--- src/rtl/mbe_pkg.sv ---
// Shared types and constants for the Mandelbrot escape-time block.
// Used by the controller, the datapath and the top level.
`timescale 1ns / 1ps
`default_nettype none

package mbe_pkg;

  localparam int CFG_IDX_W  = 3;
  localparam int CFG_DATA_W = 32;
  localparam int VIEW_W     = 32;
  localparam int SIZE_W     = 13;
  localparam int LIMIT_W    = 16;
  // width of one unsigned limb in the split z multipliers
  localparam int LIMB_W     = 34;

  localparam logic [CFG_IDX_W-1:0] CFG_REAL_MIN   = 3'd0;
  localparam logic [CFG_IDX_W-1:0] CFG_REAL_MAX   = 3'd1;
  localparam logic [CFG_IDX_W-1:0] CFG_IMAG_MIN   = 3'd2;
  localparam logic [CFG_IDX_W-1:0] CFG_IMAG_MAX   = 3'd3;
  localparam logic [CFG_IDX_W-1:0] CFG_WIDTH      = 3'd4;
  localparam logic [CFG_IDX_W-1:0] CFG_HEIGHT     = 3'd5;
  localparam logic [CFG_IDX_W-1:0] CFG_ITER_LIMIT = 3'd6;

  localparam logic [VIEW_W-1:0]  RST_REAL_MIN   = 32'hE000_0000;
  localparam logic [VIEW_W-1:0]  RST_REAL_MAX   = 32'h1000_0000;
  localparam logic [VIEW_W-1:0]  RST_IMAG_MIN   = 32'hF000_0000;
  localparam logic [VIEW_W-1:0]  RST_IMAG_MAX   = 32'h1000_0000;
  localparam logic [SIZE_W-1:0]  RST_WIDTH      = 13'd300;
  localparam logic [SIZE_W-1:0]  RST_HEIGHT     = 13'd200;
  localparam logic [LIMIT_W-1:0] RST_ITER_LIMIT = 16'd256;

  typedef struct packed {
    logic capture;
    logic num_load;
    logic div_start;
    logic map_load;
    logic mul_step;
    logic z_update;
    logic out_load;
  } mbe_cmd_t;

  typedef struct packed {
    logic div_done;
    logic mul_last;
    logic iter_go;
  } mbe_status_t;

endpackage

`default_nettype wire

--- src/rtl/mbe_ctrl.sv ---
// Controller state machine: sequences mapping, division, iteration and
// the output register handshake. Depends on mbe_pkg.
`timescale 1ns / 1ps
`default_nettype none

module mbe_ctrl import mbe_pkg::*; (
  input  wire logic        clk,
  input  wire logic        rst,
  input  wire logic        s_tvalid,
  output logic             s_tready,
  output logic             m_tvalid,
  input  wire logic        m_tready,
  input  wire mbe_status_t status,
  output mbe_cmd_t         cmd
);

  localparam logic [2:0] S_IDLE   = 3'd0;
  localparam logic [2:0] S_NUM    = 3'd1;
  localparam logic [2:0] S_DSTART = 3'd2;
  localparam logic [2:0] S_DIV    = 3'd3;
  localparam logic [2:0] S_MAP    = 3'd4;
  localparam logic [2:0] S_MUL    = 3'd5;
  localparam logic [2:0] S_UPD    = 3'd6;
  localparam logic [2:0] S_OUT    = 3'd7;

  logic [2:0] state, state_next;
  logic       m_tvalid_next;

  always_comb begin
    state_next    = state;
    cmd           = '0;
    m_tvalid_next = m_tvalid && !m_tready;
    unique case (state)
      S_IDLE: begin
        if (s_tvalid) begin
          cmd.capture = 1'b1;
          state_next  = S_NUM;
        end
      end
      S_NUM: begin
        cmd.num_load = 1'b1;
        state_next   = S_DSTART;
      end
      S_DSTART: begin
        cmd.div_start = 1'b1;
        state_next    = S_DIV;
      end
      S_DIV: begin
        if (status.div_done) state_next = S_MAP;
      end
      S_MAP: begin
        cmd.map_load = 1'b1;
        state_next   = S_MUL;
      end
      S_MUL: begin
        cmd.mul_step = 1'b1;
        if (status.mul_last) state_next = S_UPD;
      end
      S_UPD: begin
        if (status.iter_go) begin
          cmd.z_update = 1'b1;
          state_next   = S_MUL;
        end else begin
          state_next = S_OUT;
        end
      end
      S_OUT: begin
        if (!m_tvalid || m_tready) begin
          cmd.out_load  = 1'b1;
          m_tvalid_next = 1'b1;
          state_next    = S_IDLE;
        end
      end
    endcase
  end

  always_ff @(posedge clk) begin
    if (rst) begin
      state    <= S_IDLE;
      m_tvalid <= 1'b0;
    end else begin
      state    <= state_next;
      m_tvalid <= m_tvalid_next;
    end
  end

  assign s_tready = state == S_IDLE;

endmodule

`default_nettype wire

--- config.mk ---
export PLATFORM = sky130hd
export DESIGN_NAME = mbe_ctrl
export DESIGN_NICKNAME = d
export VERILOG_FILES = /design/src/rtl/mbe_pkg.sv /design/src/rtl/mbe_ctrl.sv
export SDC_FILE = /design/constraint.sdc
export NUM_CORES = 1
export LEC_CHECK = 0
export ABC_CLOCK_PERIOD_IN_PS = 1600
export BUFFER_PORTS_ARGS = -buffer_cell sky130_fd_sc_hd__buf_2
export CORE_AREA = 8 8 45 47
export CTS_BUF_LIST = sky130_fd_sc_hd__clkbuf_4 sky130_fd_sc_hd__clkbuf_8
export CTS_CLUSTER_DIAMETER = 50
export DETAILED_ROUTE_END_ITERATION = 10
export DIE_AREA = 0 0 53 55
export PLACE_DENSITY_LB_ADDON = 0.25
export SLEW_MARGIN = 40
export SYNTH_ARGS = -nofsm -noshare
export SYNTH_HDL_FRONTEND = slang
export SYNTH_SLANG_ARGS = --single-unit
--- constraint.sdc ---
create_clock -name clk -period 1.6 [get_ports clk]
set_input_delay 0 -clock clk [delete_from_list [all_inputs] [get_ports clk]]
set_output_delay 0 -clock clk [all_outputs]
set_load 0.005 [all_outputs]
Word-level counts from Yosys, hierarchy flattened. Index checks and enable logic that the tools add are counted.

Eq/ne operators: 11. Muxes and demuxes: 18. Reduce and logical (&&, ||, !) cells: 6.

Operator list (count): one-hot mux 3 bit (8 select lines) (1); == test 3 bit (second input constant) (4); two-way mux 1 bit (12); two-way mux 3 bit (4); inequality test 2 bit (second input constant) (4); == test 3 x 2 -> 1 bit (second input constant) (2); AND reduction 4 bit (1); == test 3 x 1 -> 1 bit (second input constant) (1); logical NOT 3 bit (1); logical NOT 1 bit (2); two-way mux 2 bit (1); logical AND 1 bit (1); logical OR 1 bit (1).

Output and inout bits: 9. Input bits: 7. Flip-flop bits (word level): 4. Word-level logic and storage cells: 37.

Depth between registers and ports, before layout. Gate-level depths: netlist of run 1.

Depth after elaboration: 4. Mapped depth: 4. Depth with buffers taken out: 3.

Least setup slack after synthesis of run 1. OpenSTA, ideal clock, no wires.

Kind: register to register. From: reg state[1]. To: reg state[1]. Library setup time: 0.086 ns. Period minus slack after synthesis: 1.101 ns. Buffers on the path: 1. Required time: 1.514 ns. Arrival: 1.015 ns. Setup slack: 0.499 ns. Cell stages (with the launch flop): 5. Cell sequence: dfxtp_1 -> buf_4 -> o211a_1 -> a221o_1 -> a221oi_2.

Word-level cells in the longest chain between the ends: 3. Elaborated cells between the ends (all ways): 14. Those cells by class: eq/ne: 11; mux: 1; reduce/logical: 2.

RTL lines: start, declared (line mbe_ctrl.sv:26) `logic [2:0] state, state_next;`; start signal, assigned (line mbe_ctrl.sv:82) `state <= state_next;`; == test 3 bit (tied with other cells) (line mbe_ctrl.sv:33) `unique case (state)`; inequality test 2 bit (no line); AND reduction 4 bit (no line).

Several ways; a longest one is shown, not always the timed one. A chain may end at the register's enable or synchronous reset.

Final worst setup path of run 1.
From: reg state[2]. To: reg state[1].

The elaborated chain is that of the path after synthesis.

==> impl_metrics.csv, run 1 <==
group,metric,value,unit
sta,setup_violations,0,
clock_network,cts_tree,"done",
global_route,gr-total-overflow,0,
sta,tightest_slew,0.3705,ns
cells_and_area,mostFrequentLayoutCell,"buf_2",
sta,post-route-period-util,84.05,%
sta,drv_slew,0,
sta,fin_skew,0.0004173,ns
clock_network,cts_made_buffers,3,
global_route,gr-usage-all-layers,5.683,%
critical_path,crit_path_end_kind,"flip-flop",
synth,synth_mux_area_share,0,%
critical_path,critPathArrivalTime,1.50,ns
worst_hold_path,hp-class,"input port to flip-flop",
sta,rsz0062_at_grt,"no",
critical_path,path_max_fanout,12,
worst_hold_path,min_to,"m_tvalid$_SDFF_PP0_",
floorplan,io_pins,16,
synth,synth_top_family_by_area,"simple AND/OR/NAND/NOR gates",
critical_path,reg2reg_depth,3,
placed_design,dp.cells,60,
worst_hold_path,min_from,"m_tready",
synth,syn-cell-area,275.3,um2
synth,synth_fp_nets,39,
synth,avgSynthCellArea,8.602,um2
job,cap_violations,0,
cells_and_area,fin_cells,65,
critical_path,cp.depth,3,
synth,synthCells,32,
clock_network,cts_sinks,4,
synth,synth-simple-area-share,35.91,%
floorplan,start_util,19.89,%
clock_network,cts-root-buf,"clkbuf_4",
floorplan,dieArea,2915,um2
drt,wl_per_cell,10.95,um
sta,slew_headroom,75.27,%
clock_network,clk_latency,0.24,ns
critical_path,worstPathCellList,"nor3_1, a221o_1, a221oi_2",
cells_and_area,layout.cells.most_common_list,"buf_2, nor3_1, dfxtp_1",
sta,timing.hold.ws,0.05007,ns
drt,num_vias,291,
global_route,grt_pass1_vias,288,
floorplan,die_y,55,um
power_and_ir_drop,peakVddDrop,469.5,uV
critical_path,regToRegSetupSlack,0.26,ns
synth,synth_xor_area_share,0,%
global_route,antenna_found_initial,0,
critical_path,critPathBufInv,0,
drt,drt_iter0_drc,6,
cells_and_area,num_antenna_cells,0,
synth,synth_top_area_share,29.09,%
critical_path,timing.rr.end,"state[1]$_SDFFE_PP0P_",
cells_and_area,nets,58,
critical_path,criticalPathCategory,"flip-flop to flip-flop",
synth,synth_compound_area_share,21.36,%
sta,fmax,743.6,MHz
power_and_ir_drop,total_leakage_power,0.1958,nW
floorplan,die_x,53,um
drt,routed_wl,712,um
synth,yosysUniqueCellTypes,22,
drt,viasPerCell,4.477,
critical_path,r2r-start,"state[2]$_SDFFE_PP0P_",
power_and_ir_drop,finalPower,0.3379,mW
global_route,grt_max_degree,13,
outcome,status,"finished clean",
sta,finalHoldViolCount,0,
floorplan,rows,14,
critical_path,cp-start-kind,"flip-flop",
clock_network,clockBufferDepth,2,
critical_path,max_stage_delay,0.53,ns
critical_path,slowest_stage,"dfxtp_1",
drt,drtAntennaViolNets,0,
placed_design,portBuffers,15,
synth,synth_top_cells_by_area,"dfxtp_1, buf_6, nor3_1, a221oi_2, a31oi_1",
synth,synth-seq-cells,4,
cells_and_area,syn_to_final_growth,39.09,%
sta,fin_tns_setup,0,ns
cells_and_area,final_layout_size_suffix_gt1_share,44.90,%
synth,synth_fa_ha_area_share,0,%
clock_network,clkSlewWorstSetupHoldPaths,0.04,ns
floorplan,core,1384,um2
power_and_ir_drop,power_density,882.6,nW/um2
clock_network,cts_max_level,1,
drt,drt_first_pass_iters,4,
synth,yosysTopAreaCell,"dfxtp_1",
placed_design,routabilityCongestion,0.6656,
synth,ys_warn_count,0,
critical_path,critPathRequiredTime,1.75,ns
worst_hold_path,hold-path-cell-count,3,
sta,fin_crit,1.345,ns
critical_path,critPathTopFamily,"compound AO/OA/AOI/OAI gates",
synth,synth.yosys.seq_area_share,29.09,%
global_route,grt_pass1_wl,1.221,mm
clock_network,cts_setup_buffers,0,
drt,drc,0,
==> cells in the mapped netlist <==
library cell / n
nand2b_1: 1
a21oi_1: 1
and2_1: 1
buf_4: 1
buf_6: 2
nand2_1: 1
inv_1: 2
nand3_1: 1
nor3_1: 4
a221oi_2: 1
and2_2: 1
a221o_1: 1
dfxtp_1: 4
o22ai_1: 1
o211a_1: 1
or2b_1: 1
nor2_1: 1
nand3b_2: 1
nor3b_1: 1
a31oi_1: 2
and3_2: 1
nor2b_1: 2
==> kinds of logic (layout without fill, tap and decap cells) <==
kind of cell           after synthesis  after routing
buffers and inverters                5             22
AND/OR/NAND/NOR                     16             16
AO/OA/AOI/OAI                        7              7
flip-flops                           4              4
==> power by group <==
group          switching (mW)  internal [mW]
Sequential             0.0218          0.109
Clock                  0.0427         0.0840
Combinational          0.0365         0.0434
==> repair_timing <==
action,in CTS,in global routing
hold buffers,2,0
resized for setup,0,0
setup endpoints to repair,0,0
endpoints found under the hold margin,3,0
==> per-layer routing <==
metal	wire length, um	vias up	global-route usage [%]
met3	95	2	5.080
met4	8	0	2.586
met2	278	15	6.641
met5	0	-	0
li1	-	149	-
met1	330	125	6.839
==> registers in the layout (all words and copies together) (netlist names) <==
name	flops
m_tvalid	1
state	3
==> area by class of cell <==
cell class | count | area, um2
fillers | 153 | 1001
multi-input cells | 23 | 157.7
inverters | 2 | 7.507
well taps | 16 | 20.02
flip-flops and latches | 4 | 80.08
clock buffers | 3 | 22.52
repair buffers | 17 | 95.09
==> metrics by stage <==
stage,setup slack (ns),area (um2),util (%)
after floorplan,0.4985,275.3,-
after global placement,0.3056,340.3,24.59
after detailed placement,0.2732,340.3,24.59
after CTS,0.2575,382.9,27.67
after global routing,0.1392,382.9,27.67
final,0.2551,382.9,27.67
==> tightest hold or removal path, stage by stage <==
cell	delay, ns
buf_2	0.08
nand2b_1	0.10
a21oi_1	0.06
==> worst max path at each step <==
stage | slack, ns | startpoint | end
detailed placement | 0.27 | state[2]$_SDFFE_PP0P_ | state[1]$_SDFFE_PP0P_
global route | 0.14 | state[2]$_SDFFE_PP0P_ | state[1]$_SDFFE_PP0P_
finish | 0.26 | state[2]$_SDFFE_PP0P_ | state[1]$_SDFFE_PP0P_
CTS | 0.26 | state[2]$_SDFFE_PP0P_ | state[1]$_SDFFE_PP0P_
global placement | 0.31 | state[2]$_SDFFE_PP0P_ | state[1]$_SDFFE_PP0P_
floorplan | 0.50 | state[1]$_SDFFE_PP0P_ | state[1]$_SDFFE_PP0P_
Power figures use the tool's default switching activity.
==> run 2: changes to the inputs <==
ABC_AREA = 1   (was unset)
ABC_CLOCK_PERIOD_IN_PS = 1200   (was 1600)
clock period = 1.2 ns   (was 1.6 ns; I/O delays follow)
==> run 2 against run 1 <==
  * Sequential share of layout area about the same
  * Cell area increased by 7.8%
  * Final cell count increased by 26%
  * Clock skew increased by 0.0028 ns
  * Critical endpoint is now cmd[1]
==> impl_metrics.csv, run 2 <==
group,metric,value,unit
synth,synth-simple-area-share,46.72,%
critical_path,slowest_stage,"dfxtp_2",
cells_and_area,final_layout_size_suffix_gt1_share,40.91,%
synth,synth_compound_area_share,8.297,%
floorplan,die_x,53,um
synth,synth_top_cells_by_area,"dfxtp_1, inv_1, nand2_1, nor2_1, nand4_1",
synth,synth_fa_ha_area_share,0,%
cells_and_area,layout.cells.most_common_list,"buf_2, inv_1, nand2_1",
cells_and_area,syn_to_final_growth,44.10,%
clock_network,clockBufferDepth,2,
clock_network,clk_latency,0.23,ns
cells_and_area,nets,75,
synth,async_reset_ff_share,0,%
power_and_ir_drop,swShare,33.90,%
synth,synth_xor_area_share,0,%
placed_design,post-dp-hpwl,651.7,um
drt,drt_first_pass_iters,2,
sta,slew_headroom,86.31,%
clock_network,cts_made_buffers,3,
cells_and_area,seqCellArea,86.33,um2
worst_hold_path,min_from,"m_tready",
power_and_ir_drop,peakVddDrop,559.5,uV
clock_network,cts_setup_buffers,0,
critical_path,crit_path_end_kind,"primary output",
power_and_ir_drop,p_comb_share,32.5,%
worst_hold_path,hp-class,"input port to flip-flop",
sta,tightest_slew,0.2035,ns
critical_path,criticalPathCategory,"flip-flop to primary output",
global_route,grt_pass1_wl,1.338,mm
clock_network,cts_sinks,4,
cells_and_area,top_regs,"state (3), m_tvalid (1)",
synth,synth_common_cells,"inv_1, nand2_1, nor2_1",
global_route,grt_max_degree,10,
synth,synth_most_common_cell,"inv_1",
sta,drv_slew,0,
cells_and_area,fill_cells,169,
sta,fmax,920.0,MHz
drt,num_vias,334,
sta,setup_violations,0,
critical_path,critPathRequiredTime,1.20,ns
sta,timing.hold.ws,0.07886,ns
synth,synth_top_area_share,27.95,%
cells_and_area,num_antenna_cells,0,
drt,drt_iter0_drc,3,
job,cap_violations,0,
critical_path,worstPathCellList,"inv_2, nor4_1, buf_2",
synth,synth-edff-count,0,
sta,finalHoldViolCount,0,
synth,synth_fp_nets,55,
floorplan,core,1384,um2
floorplan,start_util,20.71,%
cells_and_area,multi_input_area,157.7,um2
power_and_ir_drop,total_leakage_power,0.2404,nW
critical_path,cp-start-kind,"flip-flop",
synth,synthCells,48,
clock_network,cts_max_level,1,
critical_path,startpoint,"state[2]$_SDFFE_PP0P_",
critical_path,critPathArrivalTime,1.09,ns
clock_network,clkSlewWorstSetupHoldPaths,0.03,ns
synth,synth_mux_area_share,0,%
sta,fin_skew,0.003170,ns
synth,ys_warn_count,0,
synth,avgSynthCellArea,5.969,um2
synth,synth-seq-cells,4,
sta,fin_tns_setup,0,ns
power_and_ir_drop,clkPwrFrac,32.1,%
floorplan,rows,14,
synth,synth.yosys.seq_area_share,27.95,%
placed_design,routabilityCongestion,0.7098,
power_and_ir_drop,power.switching,0.1733,mW
cells_and_area,mostFrequentLayoutCell,"buf_2",
global_route,gr-total-overflow,0,
synth,syn-cell-area,286.5,um2
sta,rsz0062_at_grt,"no",
power_and_ir_drop,power_density,1238,nW/um2
cells_and_area,largest_register,"state",
cells_and_area,largest_reg_flops,3,
outcome,status,"finished clean",
drt,viasPerCell,4.073,
synth,yosysUniqueCellTypes,16,
power_and_ir_drop,intPower,0.3378,mW
drt,routed_wl,767,um
drt,drc,0,
critical_path,r2r-start,"state[1]$_SDFFE_PP0P_",
critical_path,max_stage_delay,0.36,ns
sta,fin_crit,1.087,ns
synth,ys.flop_type,"dfxtp_1",
floorplan,io_pins,16,
drt,wl_per_cell,9.354,um
sta,post-route-period-util,90.58,%
clock_network,cts-root-buf,"clkbuf_4",
synth,yosysTopAreaCell,"dfxtp_1",
placed_design,portBuffers,15,
power_and_ir_drop,seqPwrFrac,35.5,%
global_route,grt_pass1_vias,326,
clock_network,cts_tree,"done",
global_route,antenna_found_initial,0,
global_route,gr-usage-all-layers,6.175,%
synth,synth_top_family_by_area,"simple AND/OR/NAND/NOR gates",
drt,drtAntennaViolNets,0,
floorplan,die_y,55,um
critical_path,path_max_fanout,9,
floorplan,dieArea,2915,um2
==> run 2: worst paths after layout <==
| kind | cells after the start | slack, ns | end |
|---|---|---|---|
| hold reg to reg | 2 | 0.51 | m_tvalid$_SDFF_PP0_ |
| setup / recovery | 3 | 0.11 | cmd[1] |
| setup reg to reg | 5 | 0.24 | state[0]$_SDFFE_PP0P_ |
| hold / removal | 4 | 0.08 | m_tvalid$_SDFF_PP0_ |
==> run 2: final cells by class <==
type                            instances  area share [%]
Inverter                               11           10.00
Multi-Input combinational cell         32           38.18
Clock buffer                            3           5.455
Timing Repair Buffer                   16           20.61
Sequential cell                         4           20.91
Tap cell                               16           4.848
==> run 2: metrics by stage <==
stage / setup slack (ns) / cells / power [mW] / cell area [um2] / util, %
finish: 0.1130 / 82 / 0.5110 / 412.9 / 29.84
detailed placement: 0.1307 / 78 / 0.3445 / 374.1 / 27.03
floorplan: 0.2749 / 48 / 0.2899 / 286.5 / -
global placement: 0.1288 / 78 / 0.3451 / 374.1 / 27.03
global route: 0.03371 / 82 / 0.5596 / 412.9 / 29.84
CTS: 0.03950 / 82 / 0.5230 / 407.9 / 29.48
==> run 2: logic make-up (layout without fill, tap and decap cells) <==
family,Yosys count,in the layout
AO/OA/AOI/OAI,4,4
buffers and inverters,12,30
flip-flops,4,4
AND/OR/NAND/NOR,28,28
==> run 2: repair_timing <==
item,4_1_cts,5_1_grt
setup endpoints to repair,1,2
endpoints found under the hold margin,2,0
hold buffers,1,0
gates resized for setup,1,3
==> run 2: per-layer routing <==
layer	up-vias	share of wire (%)	GRT usage, %
met1	129	48	6.991
met3	0	15	2.941
li1	190	-	-
met5	-	0	0
met4	0	0	5.172
met2	15	37	8.594
==> run 2: power groups by stage <==
stage	clock [mW]	combinational [mW]	sequential, mW
2_1_floorplan	0	0.127	0.163
3_3_place_gp	0	0.166	0.179
3_5_place_dp	0	0.165	0.179
4_1_cts	0.176	0.168	0.179
5_1_grt	0.180	0.194	0.186
6_report	0.164	0.166	0.181
==> run 2: worst max-delay path, delay by kind of cell, from the launching register on <==
kind | cells | cell delay (ns)
buffers and inverters | 2 | 0.25
DFF | 1 | 0.36
and+or+nand+nor | 1 | 0.25
==> run 3: changes to the inputs <==
CORE_AREA = 3 3 40 42   (was 8 8 45 47)
DIE_AREA = 0 0 43 45   (was 0 0 53 55)
==> run 3 against run 2 <==
  * Setup slack got worse by 0.035 ns
  * Combinational power about the same
  * Cell area decreased by 0.61%
  * Sequential power about the same
  * Critical endpoint unchanged
  * Clock power about the same
  * Global-route usage increased by 1.1 points
  * Largest cell class unchanged
  * Critical path depth unchanged
  * Largest power group unchanged
  * Final cell count decreased by 1.2%
==> impl_metrics.csv, run 3 (synthesis results as in run 2) <==
group,metric,value,unit
outcome,status,"finished clean",
cells_and_area,num_antenna_cells,0,
power_and_ir_drop,total_leakage_power,0.2401,nW
global_route,gr-usage-all-layers,7.232,%
power_and_ir_drop,swShare,33.57,%
critical_path,max_stage_delay,0.41,ns
floorplan,io_pins,16,
clock_network,cts-root-buf,"clkbuf_4",
cells_and_area,syn_to_final_growth,43.23,%
cells_and_area,largest_reg_flops,3,
placed_design,routabilityCongestion,0.7018,
critical_path,critPathTopFamily,"flip-flops",
global_route,antenna_found_initial,0,
global_route,grt_max_degree,10,
sta,finalHoldViolCount,0,
clock_network,cts_max_level,1,
global_route,grt_pass1_vias,276,
power_and_ir_drop,finalPower,0.5055,mW
placed_design,pre_cts_ws,0.09666,ns
drt,drt_first_pass_iters,4,
sta,drv_slew,0,
floorplan,start_util,22.30,%
drt,wl_per_cell,8.259,um
clock_network,cts_tree,"done",
power_and_ir_drop,power.switching,0.1697,mW
global_route,grt_pass1_wl,1.062,mm
clock_network,cts_setup_buffers,0,
sta,fin_crit,1.122,ns
clock_network,clockBufferDepth,2,
placed_design,post-dp-hpwl,574.5,um
sta,slew_headroom,86.43,%
drt,drc,0,
drt,drt_iter0_drc,7,
power_and_ir_drop,power_density,1232,nW/um2
drt,wl_met2,366,um
sta,rsz0062_at_grt,"no",
critical_path,critPathRequiredTime,1.20,ns
floorplan,rows,13,
drt,viasPerCell,4.198,
critical_path,path_max_fanout,5,
global_route,gr-total-overflow,0,
cells_and_area,mostFrequentLayoutCell,"buf_2",
critical_path,critPathBufInv,2,
drt,drtAntennaViolNets,0,
sta,setup_violations,0,
worst_hold_path,hp-class,"input port to flip-flop",
floorplan,dieArea,1935,um2
floorplan,die_y,45,um
power_and_ir_drop,seqPwrFrac,36.0,%
drt,route.met3.wl,29,um
cells_and_area,fill_cells,148,
drt,top_layer_used,"met3",
drt,routed_wl,669,um
critical_path,criticalPathCategory,"flip-flop to primary output",
critical_path,critPathArrivalTime,1.12,ns
sta,fin_skew,0.001057,ns
power_and_ir_drop,p_comb_share,32.1,%
cells_and_area,utilization,31.94,%
critical_path,slowest_stage,"dfxtp_1",
clock_network,clkSlewWorstSetupHoldPaths,0.04,ns
cells_and_area,final_layout_size_suffix_gt1_share,39.39,%
cells_and_area,layout.cells.most_common_list,"buf_2, inv_1, nand2_1",
cells_and_area,top_regs,"state (3), m_tvalid (1)",
sta,setup_ws,0.07767,ns
critical_path,worstPathCellList,"inv_1, nor4_1, buf_2",
sta,fin_tns_setup,0,ns
clock_network,clk_latency,0.23,ns
cells_and_area,largest_register,"state",
critical_path,cp-start-kind,"flip-flop",
clock_network,cts_sinks,4,
power_and_ir_drop,peakVddDrop,284.0,uV
power_and_ir_drop,clkPwrFrac,31.9,%
sta,tightest_slew,0.2017,ns
cells_and_area,nets,75,
drt,num_vias,340,
power_and_ir_drop,intPower,0.3358,mW
floorplan,core,1285,um2
sta,timing.hold.ws,0.07607,ns
sta,fmax,891.0,MHz
job,cap_violations,0,
placed_design,portBuffers,15,
clock_network,cts_made_buffers,3,
sta,post-route-period-util,93.53,%
drt,wl_met1,273,um
critical_path,crit_path_end_kind,"primary output",
floorplan,die_x,43,um
[run 3: cell count changes in the layout (fill, tap and decap cells not counted)]
cell | before | now
dfxtp_1 | 1 | 2
dfxtp_2 | 2 | 1
[run 3: per-stage QoR]
| stage | cells | cell area [um2] |
|---|---|---|
| floorplan | 48 | 286.5 |
| detailed placement | 77 | 372.9 |
| finish | 81 | 410.4 |
| global route | 81 | 410.4 |
| CTS | 81 | 406.6 |
| global placement | 77 | 372.9 |
[run 3: routing by layer]
layer / GRT usage (%) / up-vias
met2: 13.17 / 5
li1: - / 188
met3: 2.390 / 0
met5: 0 / -
met4: 3.614 / 0
met1: 7.434 / 147
[run 3: final timing paths]
path,from,slack (ns),endpoint,depth (start not counted)
setup / recovery,state[1]$_SDFFE_PP0P_,0.08,cmd[1],3
setup reg to reg,state[1]$_SDFFE_PP0P_,0.19,state[1]$_SDFFE_PP0P_,5
hold / removal,m_tready,0.08,m_tvalid$_SDFF_PP0_,4
hold reg to reg,m_tvalid$_SDFF_PP0_,0.51,m_tvalid$_SDFF_PP0_,2
[run 3: tightest hold or removal path, stage by stage]
cell and delay [ns]:
buf_2 0.07, inv_1 0.03, nand2_1 0.08, a21oi_1 0.07
[run 3: power by group through the flow]
stage,sequential [mW],clock (mW),combinational [mW]
2_1_floorplan,0.163,0,0.127
3_3_place_gp,0.181,0,0.166
3_5_place_dp,0.182,0,0.163
4_1_cts,0.181,0.168,0.166
5_1_grt,0.186,0.181,0.187
6_report,0.182,0.161,0.163
[run 3: area by class of cell]
cell class	count	area (um2)	share of cell area, %
multi-input combinational	32	157.7	38.41
sequential	4	85.08	20.73
timing repair buffer	16	85.08	20.73
inverter	11	41.29	10.06
clock buffer	3	22.52	5.488
tap	15	18.77	4.573
[run 3: repair_timing]
item                                   in CTS  in global routing
gates resized for setup                     1                  2
setup endpoints to repair                   1                  2
endpoints found under the hold margin       2                  0
hold buffers                                1                  0
